**config.mk**
```make
export PLATFORM = sky130hd
export DESIGN_NAME = utf8_to_utf16_transcoder
export DESIGN_NICKNAME = d
export VERILOG_FILES = /design/src/u2u_pkg.sv /design/src/u2u_front.sv /design/src/u2u_queue.sv /design/src/u2u_back.sv /design/src/utf8_to_utf16_transcoder.sv
export SDC_FILE = /design/constraint.sdc
export NUM_CORES = 1
export LEC_CHECK = 0
export ABC_AREA = 1
export BUFFER_PORTS_ARGS = -buffer_cell sky130_fd_sc_hd__buf_4
export CAP_MARGIN = 0
export CORE_MARGIN = 2
export CORE_UTILIZATION = 60
export CTS_BUF_LIST = sky130_fd_sc_hd__clkbuf_16
export CTS_CLUSTER_SIZE = 30
export DETAILED_ROUTE_END_ITERATION = 10
export PLACE_DENSITY = 0.86
export SLEW_MARGIN = 30
export SYNTH_ARGS = -nofsm -noshare
export SYNTH_HDL_FRONTEND = slang
export SYNTH_HIERARCHICAL = 1
export SYNTH_SLANG_ARGS = --single-unit
```
**constraint.sdc**
```tcl
create_clock -name clk -period 6.61 [get_ports clk]
set_input_delay 0.9915 -clock clk [delete_from_list [all_inputs] [get_ports clk]]
set_output_delay 0.9915 -clock clk [all_outputs]
set_load 0.05 [all_outputs]
```
**src/u2u_pkg.sv**
```systemverilog
// Shared types and constants for the UTF-8 to UTF-16 transcoder.
// No dependencies; imported by every module of the block.
package u2u_pkg;

    // Command queue between decoder and unit expander
    localparam int Q_DEPTH = 4;
    localparam int Q_AW    = $clog2(Q_DEPTH);
    localparam int Q_CW    = $clog2(Q_DEPTH + 1);

    // Code point limits and UTF-16 constants
    localparam logic [15:0] REPL_CHAR    = 16'hFFFD;
    localparam logic [20:0] MIN_TWO      = 21'h000080;
    localparam logic [20:0] MIN_THREE    = 21'h000800;
    localparam logic [20:0] SUPP_BASE    = 21'h010000;
    localparam logic [20:0] CP_MAX       = 21'h10FFFF;
    localparam logic [20:0] SURR_FIRST   = 21'h00D800;
    localparam logic [20:0] SURR_LAST    = 21'h00DFFF;
    localparam logic [15:0] HI_SURR_BASE = 16'hD800;
    localparam logic [15:0] LO_SURR_BASE = 16'hDC00;

    // One decoded request: rep_cnt replacement units, then val_cnt real units
    typedef struct packed {
        logic [2:0]  rep_cnt;
        logic [1:0]  val_cnt;
        logic [15:0] unit0;
        logic [15:0] unit1;
    } u2u_cmd_t;

endpackage

```
**src/u2u_front.sv**
```systemverilog
// Front end: accepts UTF-8 bytes, keeps the partial sequence, classifies each byte
// into one expansion command. Depends on u2u_pkg.
module u2u_front
    import u2u_pkg::*;
(
    input  logic        clk,
    input  logic        rst_n,
    input  logic        in_valid,
    output logic        in_stall,
    input  logic [7:0]  data_byte,
    input  logic        end_of_string,
    input  logic        q_full,
    output logic        q_push,
    output u2u_cmd_t    q_wr_data
);

    logic [1:0]  exp_reg, exp_next;
    logic [1:0]  held_reg, held_next;
    logic [20:0] acc_reg, acc_next;

    logic        accept;
    logic        pending;
    logic        is_cont;
    logic [2:0]  flush_cnt;
    logic [20:0] acc_shift;
    logic [20:0] cp_min;
    logic        cp_bad;
    logic [20:0] supp_off;
    logic [2:0]  cmd_total;
    u2u_cmd_t    cmd;

    assign accept    = in_valid && !in_stall;
    assign in_stall  = q_full;
    assign pending   = (exp_reg != 2'd0);
    assign is_cont   = (data_byte[7:6] == 2'b10);
    assign flush_cnt = pending ? {1'b0, held_reg} : 3'd0;
    assign acc_shift = {acc_reg[14:0], data_byte[5:0]};
    assign supp_off  = acc_shift - SUPP_BASE;

    // Smallest code point allowed for the pending sequence length
    always_comb
    begin
        case (exp_reg)
            2'd1:    cp_min = MIN_TWO;
            2'd2:    cp_min = MIN_THREE;
            2'd3:    cp_min = SUPP_BASE;
            default: cp_min = MIN_TWO;
        endcase
    end

    // Reject overlong, above-range and surrogate values
    assign cp_bad = (acc_shift < cp_min) || (acc_shift > CP_MAX) ||
                    ((acc_shift >= SURR_FIRST) && (acc_shift <= SURR_LAST));

    // Classify the byte and compute the next sequence state
    always_comb
    begin
        cmd       = '0;
        exp_next  = exp_reg;
        held_next = held_reg;
        acc_next  = acc_reg;
        if (data_byte == 8'h00)
        begin
            // Zero byte: flush what is held, emit nothing for itself
            cmd.rep_cnt = flush_cnt;
            exp_next    = 2'd0;
            held_next   = 2'd0;
            acc_next    = '0;
        end
        else if (pending && is_cont)
        begin
            acc_next = acc_shift;
            if (held_reg == exp_reg)
            begin
                exp_next  = 2'd0;
                held_next = 2'd0;
                acc_next  = '0;
                if (cp_bad)
                begin
                    cmd.rep_cnt = {1'b0, exp_reg} + 3'd1;
                end
                else if (acc_shift > 21'h00FFFF)
                begin
                    cmd.val_cnt = 2'd2;
                    cmd.unit0   = HI_SURR_BASE + {6'b0, supp_off[19:10]};
                    cmd.unit1   = LO_SURR_BASE + {6'b0, supp_off[9:0]};
                end
                else
                begin
                    cmd.val_cnt = 2'd1;
                    cmd.unit0   = acc_shift[15:0];
                end
            end
            else
            begin
                held_next = held_reg + 2'd1;
                if (end_of_string)
                begin
                    cmd.rep_cnt = {1'b0, held_reg} + 3'd1;
                    exp_next    = 2'd0;
                    held_next   = 2'd0;
                    acc_next    = '0;
                end
            end
        end
        else
        begin
            // Drop any broken sequence, then decode the byte fresh
            cmd.rep_cnt = flush_cnt;
            exp_next    = 2'd0;
            held_next   = 2'd0;
            acc_next    = '0;
            if (!data_byte[7])
            begin
                cmd.val_cnt = 2'd1;
                cmd.unit0   = {8'h00, data_byte};
            end
            else if ((data_byte[7:5] == 3'b110) || (data_byte[7:4] == 4'b1110) ||
                     (data_byte[7:3] == 5'b11110))
            begin
                if (end_of_string)
                begin
                    cmd.rep_cnt = flush_cnt + 3'd1;
                end
                else
                begin
                    held_next = 2'd1;
                    if (data_byte[7:5] == 3'b110)
                    begin
                        exp_next = 2'd1;
                        acc_next = {16'b0, data_byte[4:0]};
                    end
                    else if (data_byte[7:4] == 4'b1110)
                    begin
                        exp_next = 2'd2;
                        acc_next = {17'b0, data_byte[3:0]};
                    end
                    else
                    begin
                        exp_next = 2'd3;
                        acc_next = {18'b0, data_byte[2:0]};
                    end
                end
            end
            else
            begin
                cmd.rep_cnt = flush_cnt + 3'd1;
            end
        end
    end

    assign cmd_total = cmd.rep_cnt + {1'b0, cmd.val_cnt};
    assign q_push    = accept && (cmd_total != 3'd0);
    assign q_wr_data = cmd;

    // Hold sequence state between requests
    always_ff @(posedge clk or negedge rst_n)
    begin
        if (!rst_n)
        begin
            exp_reg  <= 2'd0;
            held_reg <= 2'd0;
            acc_reg  <= '0;
        end
        else if (accept)
        begin
            exp_reg  <= exp_next;
            held_reg <= held_next;
            acc_reg  <= acc_next;
        end
    end

    a_idle_clear: assert property (@(posedge clk) disable iff (!rst_n)
        (exp_reg == 2'd0) |-> (held_reg == 2'd0) && (acc_reg == '0))
        else $error("idle decoder holds stale sequence state");

    a_held_range: assert property (@(posedge clk) disable iff (!rst_n)
        (exp_reg != 2'd0) |-> (held_reg != 2'd0) && (held_reg <= exp_reg))
        else $error("held byte count outside expected length");

    a_cmd_size: assert property (@(posedge clk) disable iff (!rst_n)
        q_push |-> (cmd_total != 3'd0) && (cmd_total <= 3'd4))
        else $error("command expands to an illegal unit count");

endmodule

```
**src/u2u_queue.sv**
```systemverilog
// Short command queue between the decoder and the unit expander.
// Depends on u2u_pkg for depth and the command type.
module u2u_queue
    import u2u_pkg::*;
(
    input  logic     clk,
    input  logic     rst_n,
    input  logic     push,
    input  u2u_cmd_t wr_data,
    output logic     full,
    input  logic     pop,
    output u2u_cmd_t rd_data,
    output logic     empty
);

    u2u_cmd_t        entry_reg [Q_DEPTH];
    logic [Q_AW-1:0] wr_ptr_reg;
    logic [Q_AW-1:0] rd_ptr_reg;
    logic [Q_CW-1:0] count_reg;

    assign full    = (count_reg == Q_CW'(Q_DEPTH));
    assign empty   = (count_reg == '0);
    assign rd_data = entry_reg[rd_ptr_reg];

    // Store pushed commands
    always_ff @(posedge clk)
    begin
        if (push)
        begin
            entry_reg[wr_ptr_reg] <= wr_data;
        end
    end

    // Advance pointers and occupancy
    always_ff @(posedge clk or negedge rst_n)
    begin
        if (!rst_n)
        begin
            wr_ptr_reg <= '0;
            rd_ptr_reg <= '0;
            count_reg  <= '0;
        end
        else
        begin
            if (push)
            begin
                wr_ptr_reg <= (wr_ptr_reg == Q_AW'(Q_DEPTH - 1)) ? '0 : wr_ptr_reg + Q_AW'(1);
            end
            if (pop)
            begin
                rd_ptr_reg <= (rd_ptr_reg == Q_AW'(Q_DEPTH - 1)) ? '0 : rd_ptr_reg + Q_AW'(1);
            end
            if (push && !pop)
            begin
                count_reg <= count_reg + Q_CW'(1);
            end
            else if (pop && !push)
            begin
                count_reg <= count_reg - Q_CW'(1);
            end
        end
    end

endmodule

```
**src/u2u_back.sv**
```systemverilog
// Back end: expands the head command into UTF-16 units, one per cycle
// while the output is not stalled, into a registered output. Depends on u2u_pkg.
module u2u_back
    import u2u_pkg::*;
(
    input  logic        clk,
    input  logic        rst_n,
    input  u2u_cmd_t    q_rd_data,
    input  logic        q_empty,
    output logic        q_pop,
    output logic        out_valid,
    input  logic        out_stall,
    output logic [15:0] code_unit,
    output logic        replaced,
    output logic        run_last
);

    logic [2:0]  idx_reg;
    logic        out_valid_reg;
    logic [15:0] code_unit_reg;
    logic        replaced_reg;
    logic        run_last_reg;

    logic [2:0]  total;
    logic        load;
    logic        last;
    logic [15:0] unit_sel;
    logic        rep_sel;

    assign total = q_rd_data.rep_cnt + {1'b0, q_rd_data.val_cnt};
    assign last  = (idx_reg == total - 3'd1);
    assign load  = !q_empty && (!out_valid_reg || !out_stall);
    assign q_pop = load && last;

    // Pick the unit at the current position of the command
    always_comb
    begin
        if (idx_reg < q_rd_data.rep_cnt)
        begin
            unit_sel = REPL_CHAR;
            rep_sel  = 1'b1;
        end
        else if (idx_reg == q_rd_data.rep_cnt)
        begin
            unit_sel = q_rd_data.unit0;
            rep_sel  = 1'b0;
        end
        else
        begin
            unit_sel = q_rd_data.unit1;
            rep_sel  = 1'b0;
        end
    end

    // Advance the position and the output valid
    always_ff @(posedge clk or negedge rst_n)
    begin
        if (!rst_n)
        begin
            idx_reg       <= 3'd0;
            out_valid_reg <= 1'b0;
        end
        else
        begin
            if (load)
            begin
                idx_reg       <= last ? 3'd0 : idx_reg + 3'd1;
                out_valid_reg <= 1'b1;
            end
            else if (!out_stall)
            begin
                out_valid_reg <= 1'b0;
            end
        end
    end

    // Load the output payload
    always_ff @(posedge clk)
    begin
        if (load)
        begin
            code_unit_reg <= unit_sel;
            replaced_reg  <= rep_sel;
            run_last_reg  <= last;
        end
    end

    assign out_valid = out_valid_reg;
    assign code_unit = code_unit_reg;
    assign replaced  = replaced_reg;
    assign run_last  = run_last_reg;

    a_idx_in_cmd: assert property (@(posedge clk) disable iff (!rst_n)
        !q_empty |-> (idx_reg < total))
        else $error("expander position past end of command");

    a_pop_restart: assert property (@(posedge clk) disable iff (!rst_n)
        q_pop |=> (idx_reg == 3'd0))
        else $error("expander did not restart after finishing a command");

endmodule

```
**src/utf8_to_utf16_transcoder.sv**
```systemverilog
// Top level of the UTF-8 to UTF-16 transcoder.
// Instantiates u2u_front, u2u_queue and u2u_back; depends on u2u_pkg.
//
// Usage:
//   Input channel (in_valid / in_stall) carries one UTF-8 byte per request,
//   with end_of_string marking the last byte of a string. Output channel
//   (out_valid / out_stall) carries one UTF-16 code unit per request, with
//   replaced set on U+FFFD substitutes and run_last on the last unit caused
//   by an input byte. A byte that causes no unit produces nothing.
//   The first unit of a byte passes through the command queue and then the
//   output register before it appears.
//   Throughput: one byte per cycle while each byte yields at most one unit
//   and the output is not stalled; the expander emits one unit per cycle.
//   A four-entry command queue absorbs the bursts of multi-unit bytes.
//   When the output is stalled the unit is held and the queue fills; once it
//   is full, in_stall rises until the expander frees an entry.
//   Reset clears the pending sequence, the queue and the output valid.
module utf8_to_utf16_transcoder
    import u2u_pkg::*;
(
    input  logic        clk,
    input  logic        rst_n,
    input  logic        in_valid,
    output logic        in_stall,
    input  logic [7:0]  data_byte,
    input  logic        end_of_string,
    output logic        out_valid,
    input  logic        out_stall,
    output logic [15:0] code_unit,
    output logic        replaced,
    output logic        run_last
);

    logic     q_push;
    logic     q_pop;
    logic     q_full;
    logic     q_empty;
    u2u_cmd_t q_wr_data;
    u2u_cmd_t q_rd_data;

    u2u_front u_front (
        .clk           (clk),
        .rst_n         (rst_n),
        .in_valid      (in_valid),
        .in_stall      (in_stall),
        .data_byte     (data_byte),
        .end_of_string (end_of_string),
        .q_full        (q_full),
        .q_push        (q_push),
        .q_wr_data     (q_wr_data)
    );

    u2u_queue u_queue (
        .clk     (clk),
        .rst_n   (rst_n),
        .push    (q_push),
        .wr_data (q_wr_data),
        .full    (q_full),
        .pop     (q_pop),
        .rd_data (q_rd_data),
        .empty   (q_empty)
    );

    u2u_back u_back (
        .clk       (clk),
        .rst_n     (rst_n),
        .q_rd_data (q_rd_data),
        .q_empty   (q_empty),
        .q_pop     (q_pop),
        .out_valid (out_valid),
        .out_stall (out_stall),
        .code_unit (code_unit),
        .replaced  (replaced),
        .run_last  (run_last)
    );

endmodule
```
==> key figures <==
Run status
  • Status: complete, no violations

Layout
  • Flip-flop count of the largest register after layout: 148
  • Non-filler cells, final: 1154
  • Share of layout cells above drive strength 1: 10.4%
  • Area Overhead vs Synth: 9.67%
  • Design Area, Final: 10400 sq um
  • Net count, final: 962
  • Ant. Diodes: 0

Clocking
  • Post_cts resized: 0
  • Clock sinks: 196
  • TritonCTS clock tree: yes
  • CTS Buf Count: 17
  • Clk buf depth: 2
  • CTS H-tree depth: 4
  • Latest clock arrival within the worst-skew pair: 0.44 ns
  • Hold Buf Count CTS: 0
  • Reg clk slew, reported paths: 0.07 ns
  • Post-CTS Repair Setup Buffers: 0
  • Clk root buf: clkbuf_16

STA
  • Max Slew Vio Count: 0
  • Slew HR: 41.5%
  • Period utilisation layout: 74.8%
  • Unrepaired setup endpoints after global routing: no
  • FMAX: 202 MHz
  • Setup ws final: 1.66 ns
  • Worst Tran Pin Value: 0.877 ns
  • Setup-failing EPs final: 0
  • Setup skew after layout: 0.0125 ns
  • Final hold violations: 0
  • Setup TNS: 0 ns
  • Final Critical Period: 4.95 ns

Route
  • Initial DRC count: 646
  • Drt via density: 5.53
  • Final antenna-violating net count: 0
  • Routed length per instance: 16.4 microns
  • Final wirelength: 19000 microns
  • Drt drc: 0
  • Via Count: 6382
  • Drt first pass iters: 5

Synthesis
  • Post-synth EDFFs: 166
  • Cells after Synth: 903
  • Post-synthesis sequential area ratio: 60.2%
  • Post-synth ARST share: 15.3%
  • Syn_area_per_cell: 10.6 sq um
  • Post-Syn Area: 9530 sq um
  • Yosys warning count: 6
  • Register bit count reported by yosys: 196
  • Post-synth net total: 940
  • Top_reg_cell synth: edfxtp_1
  • Distinct cell type count after synthesis: 41

Floorplanning
  • Starting density of the core: 60.6%
  • Die H: 130 microns
  • Die ar.: 16900 sq um
  • Row count: 46
  • Die Span X: 130 microns
  • Core ar.: 15700 sq um
  • I/O pin cnt: 33

Place
  • Area after DPL: 9810 sq um
  • Dpl hpwl: 12100 microns
  • Placed Cells: 1122
  • Place WS: 1.63 ns
  • I/O Buffers: 32
  • GPL Wtd Cong: 0.937

Setup path
  • WS Path Type: reg -> reg
  • Crit-path max cell delay: 0.51 ns
  • Crit path capture type: register
  • Worst Path Required: 6.69 ns
  • CP Cell Sequence: inv_1 -> ha_1 -> inv_1 -> ha_1 -> nand2_1 -> o21a_1 -> nand2_1 -> nand2_1 -> nand2_1 -> nand3_4 -> nor2_4 -> nand2_4 -> a211oi_2 -> ha_1 -> inv_1 -> fa_1 -> inv_1 -> nor2_1 -> nand2_1 -> nor2_1 -> nor2_1 -> nand2_1 -> inv_1 -> buf_4
  • Crit path DAT: 5.02 ns
  • R2R Setup Slk: 1.66 ns
  • CP max stage cell: nor2_1
  • Worst setup SP type: register
  • Cell mode on critical path: nand2_1
  • Critical-path maximum fanout: 32

Power and ir drop
  • Peak supply drop: 0.000284 V
  • P_leak: 0.00452 uW
  • Total power: 4670 uW
  • Pwr dens: 447 nW/um^2

GRT
  • Global-route wire length before repair: 30200 microns
  • Gr usage total: 23.9%
  • Number of global-route vias before repair: 6065
  • Initial antenna violation count: 0
  • Overflow after GRT: 0
  • Largest net degree at the start of global routing: 94

Flow run
  • Max cap viols: 0

Hold path
  • HP Class: in -> async
[final cells by class]
type / count / area (sq um)
tap: 216 / 270
inverter: 159 / 599
multi-input combinational: 510 / 2900
clock inverter: 15 / 214
timing repair buffer: 41 / 308
fill: 1116 / 5260
clock buffer: 17 / 425
sequential: 196 / 5740
[per-stage QoR]
step / util (%) / hold WS, ns
floorplan: - / 0.463
global placement: 62.4 / 0.490
detailed placement: 62.4 / 0.500
CTS: 66.5 / 0.477
global route: 66.5 / 0.502
finish: 66.5 / 0.475
[layer usage]
layer  GRT usage, %  vias to the layer above  routed length (microns)
li1               -                     3079                        -
met2           39.9                      245                     9510
met1           30.5                     3028                     7830
met4           10.8                        0                      460
met5              0                        -                        0
met3           4.92                       30                     1180
[cell usage after synthesis (10+ instances only)]
cell      instances  area (sq um)
a21oi_1          13          65.1
buf_2            11          55.1
buf_4            10          75.1
buf_6            14           158
dfrtp_1          30           751
edfxtp_1        166          4980
ha_1             22           275
inv_1           154           578
mux2i_1          15           150
nand2_1         217           815
nand3_1          25           125
nor2_1           50           188
o211ai_1         75           563
o21ai_0          18          90.1
o22ai_1          18           113
[worst paths after layout]
| path | startpoint | to | cells after the start |
|---|---|---|---|
| max | u_front/exp_reg[0] | u_queue/entry_reg[0][1] | 24 |
| min | rst_n | u_queue/count_reg[0] | 1 |
| max reg2reg | u_front/exp_reg[0] | u_queue/entry_reg[0][1] | 24 |
| min reg2reg | u_back/out_valid | u_back/out_valid | 2 |
| max in group asynchronous | rst_n | u_back/idx_reg[1] | 1 |
| min in group clk | u_back/out_valid | u_back/out_valid | 2 |
[kinds of logic after synthesis]
| logic type | Yosys count | share of synthesized area [%] |
|---|---|---|
| AO/OA/AOI/OAI | 137 | 9.72 |
| XOR/XNOR | 9 | 0.827 |
| adder cells (fa/ha/maj) | 24 | 3.31 |
| buffers and inverters | 197 | 9.40 |
| flip-flops | 196 | 60.2 |
| multiplexers | 15 | 1.58 |
| other | 1 | 0.0394 |
| AND/OR/NAND/NOR | 324 | 14.9 |
[critical path, delay by kind of cell, from the launching register on]
kind                     cells  cell delay, ns
AO/OA/AOI/OAI                2            0.53
adder cells (fa/ha/maj)      4            1.08
buffers and inverters        6            1.02
flip-flops                   1            0.41
AND/OR/NAND/NOR             12            1.54
[layout by cell type (no fill, tap or decap), drive strengths merged, types with 9 or more instances in the layout]
cell type	synthesis	layout
a21oi	13	13
buf	35	41
clkbuf	3	17
dfrtp	30	30
edfxtp	166	166
ha	22	22
inv	159	166
mux2i	15	15
nand2	224	224
nand3	28	28
nor2	56	56
nor3	9	9
o211ai	75	75
o21ai	21	21
o22ai	18	18
[power by group]
group | internal (uW) | switching (uW)
Sequential | 1660 | 89.3
Combinational | 570 | 1250
Clock | 643 | 460
Total | 2870 | 1800
Power figures use the tool's default switching activity.
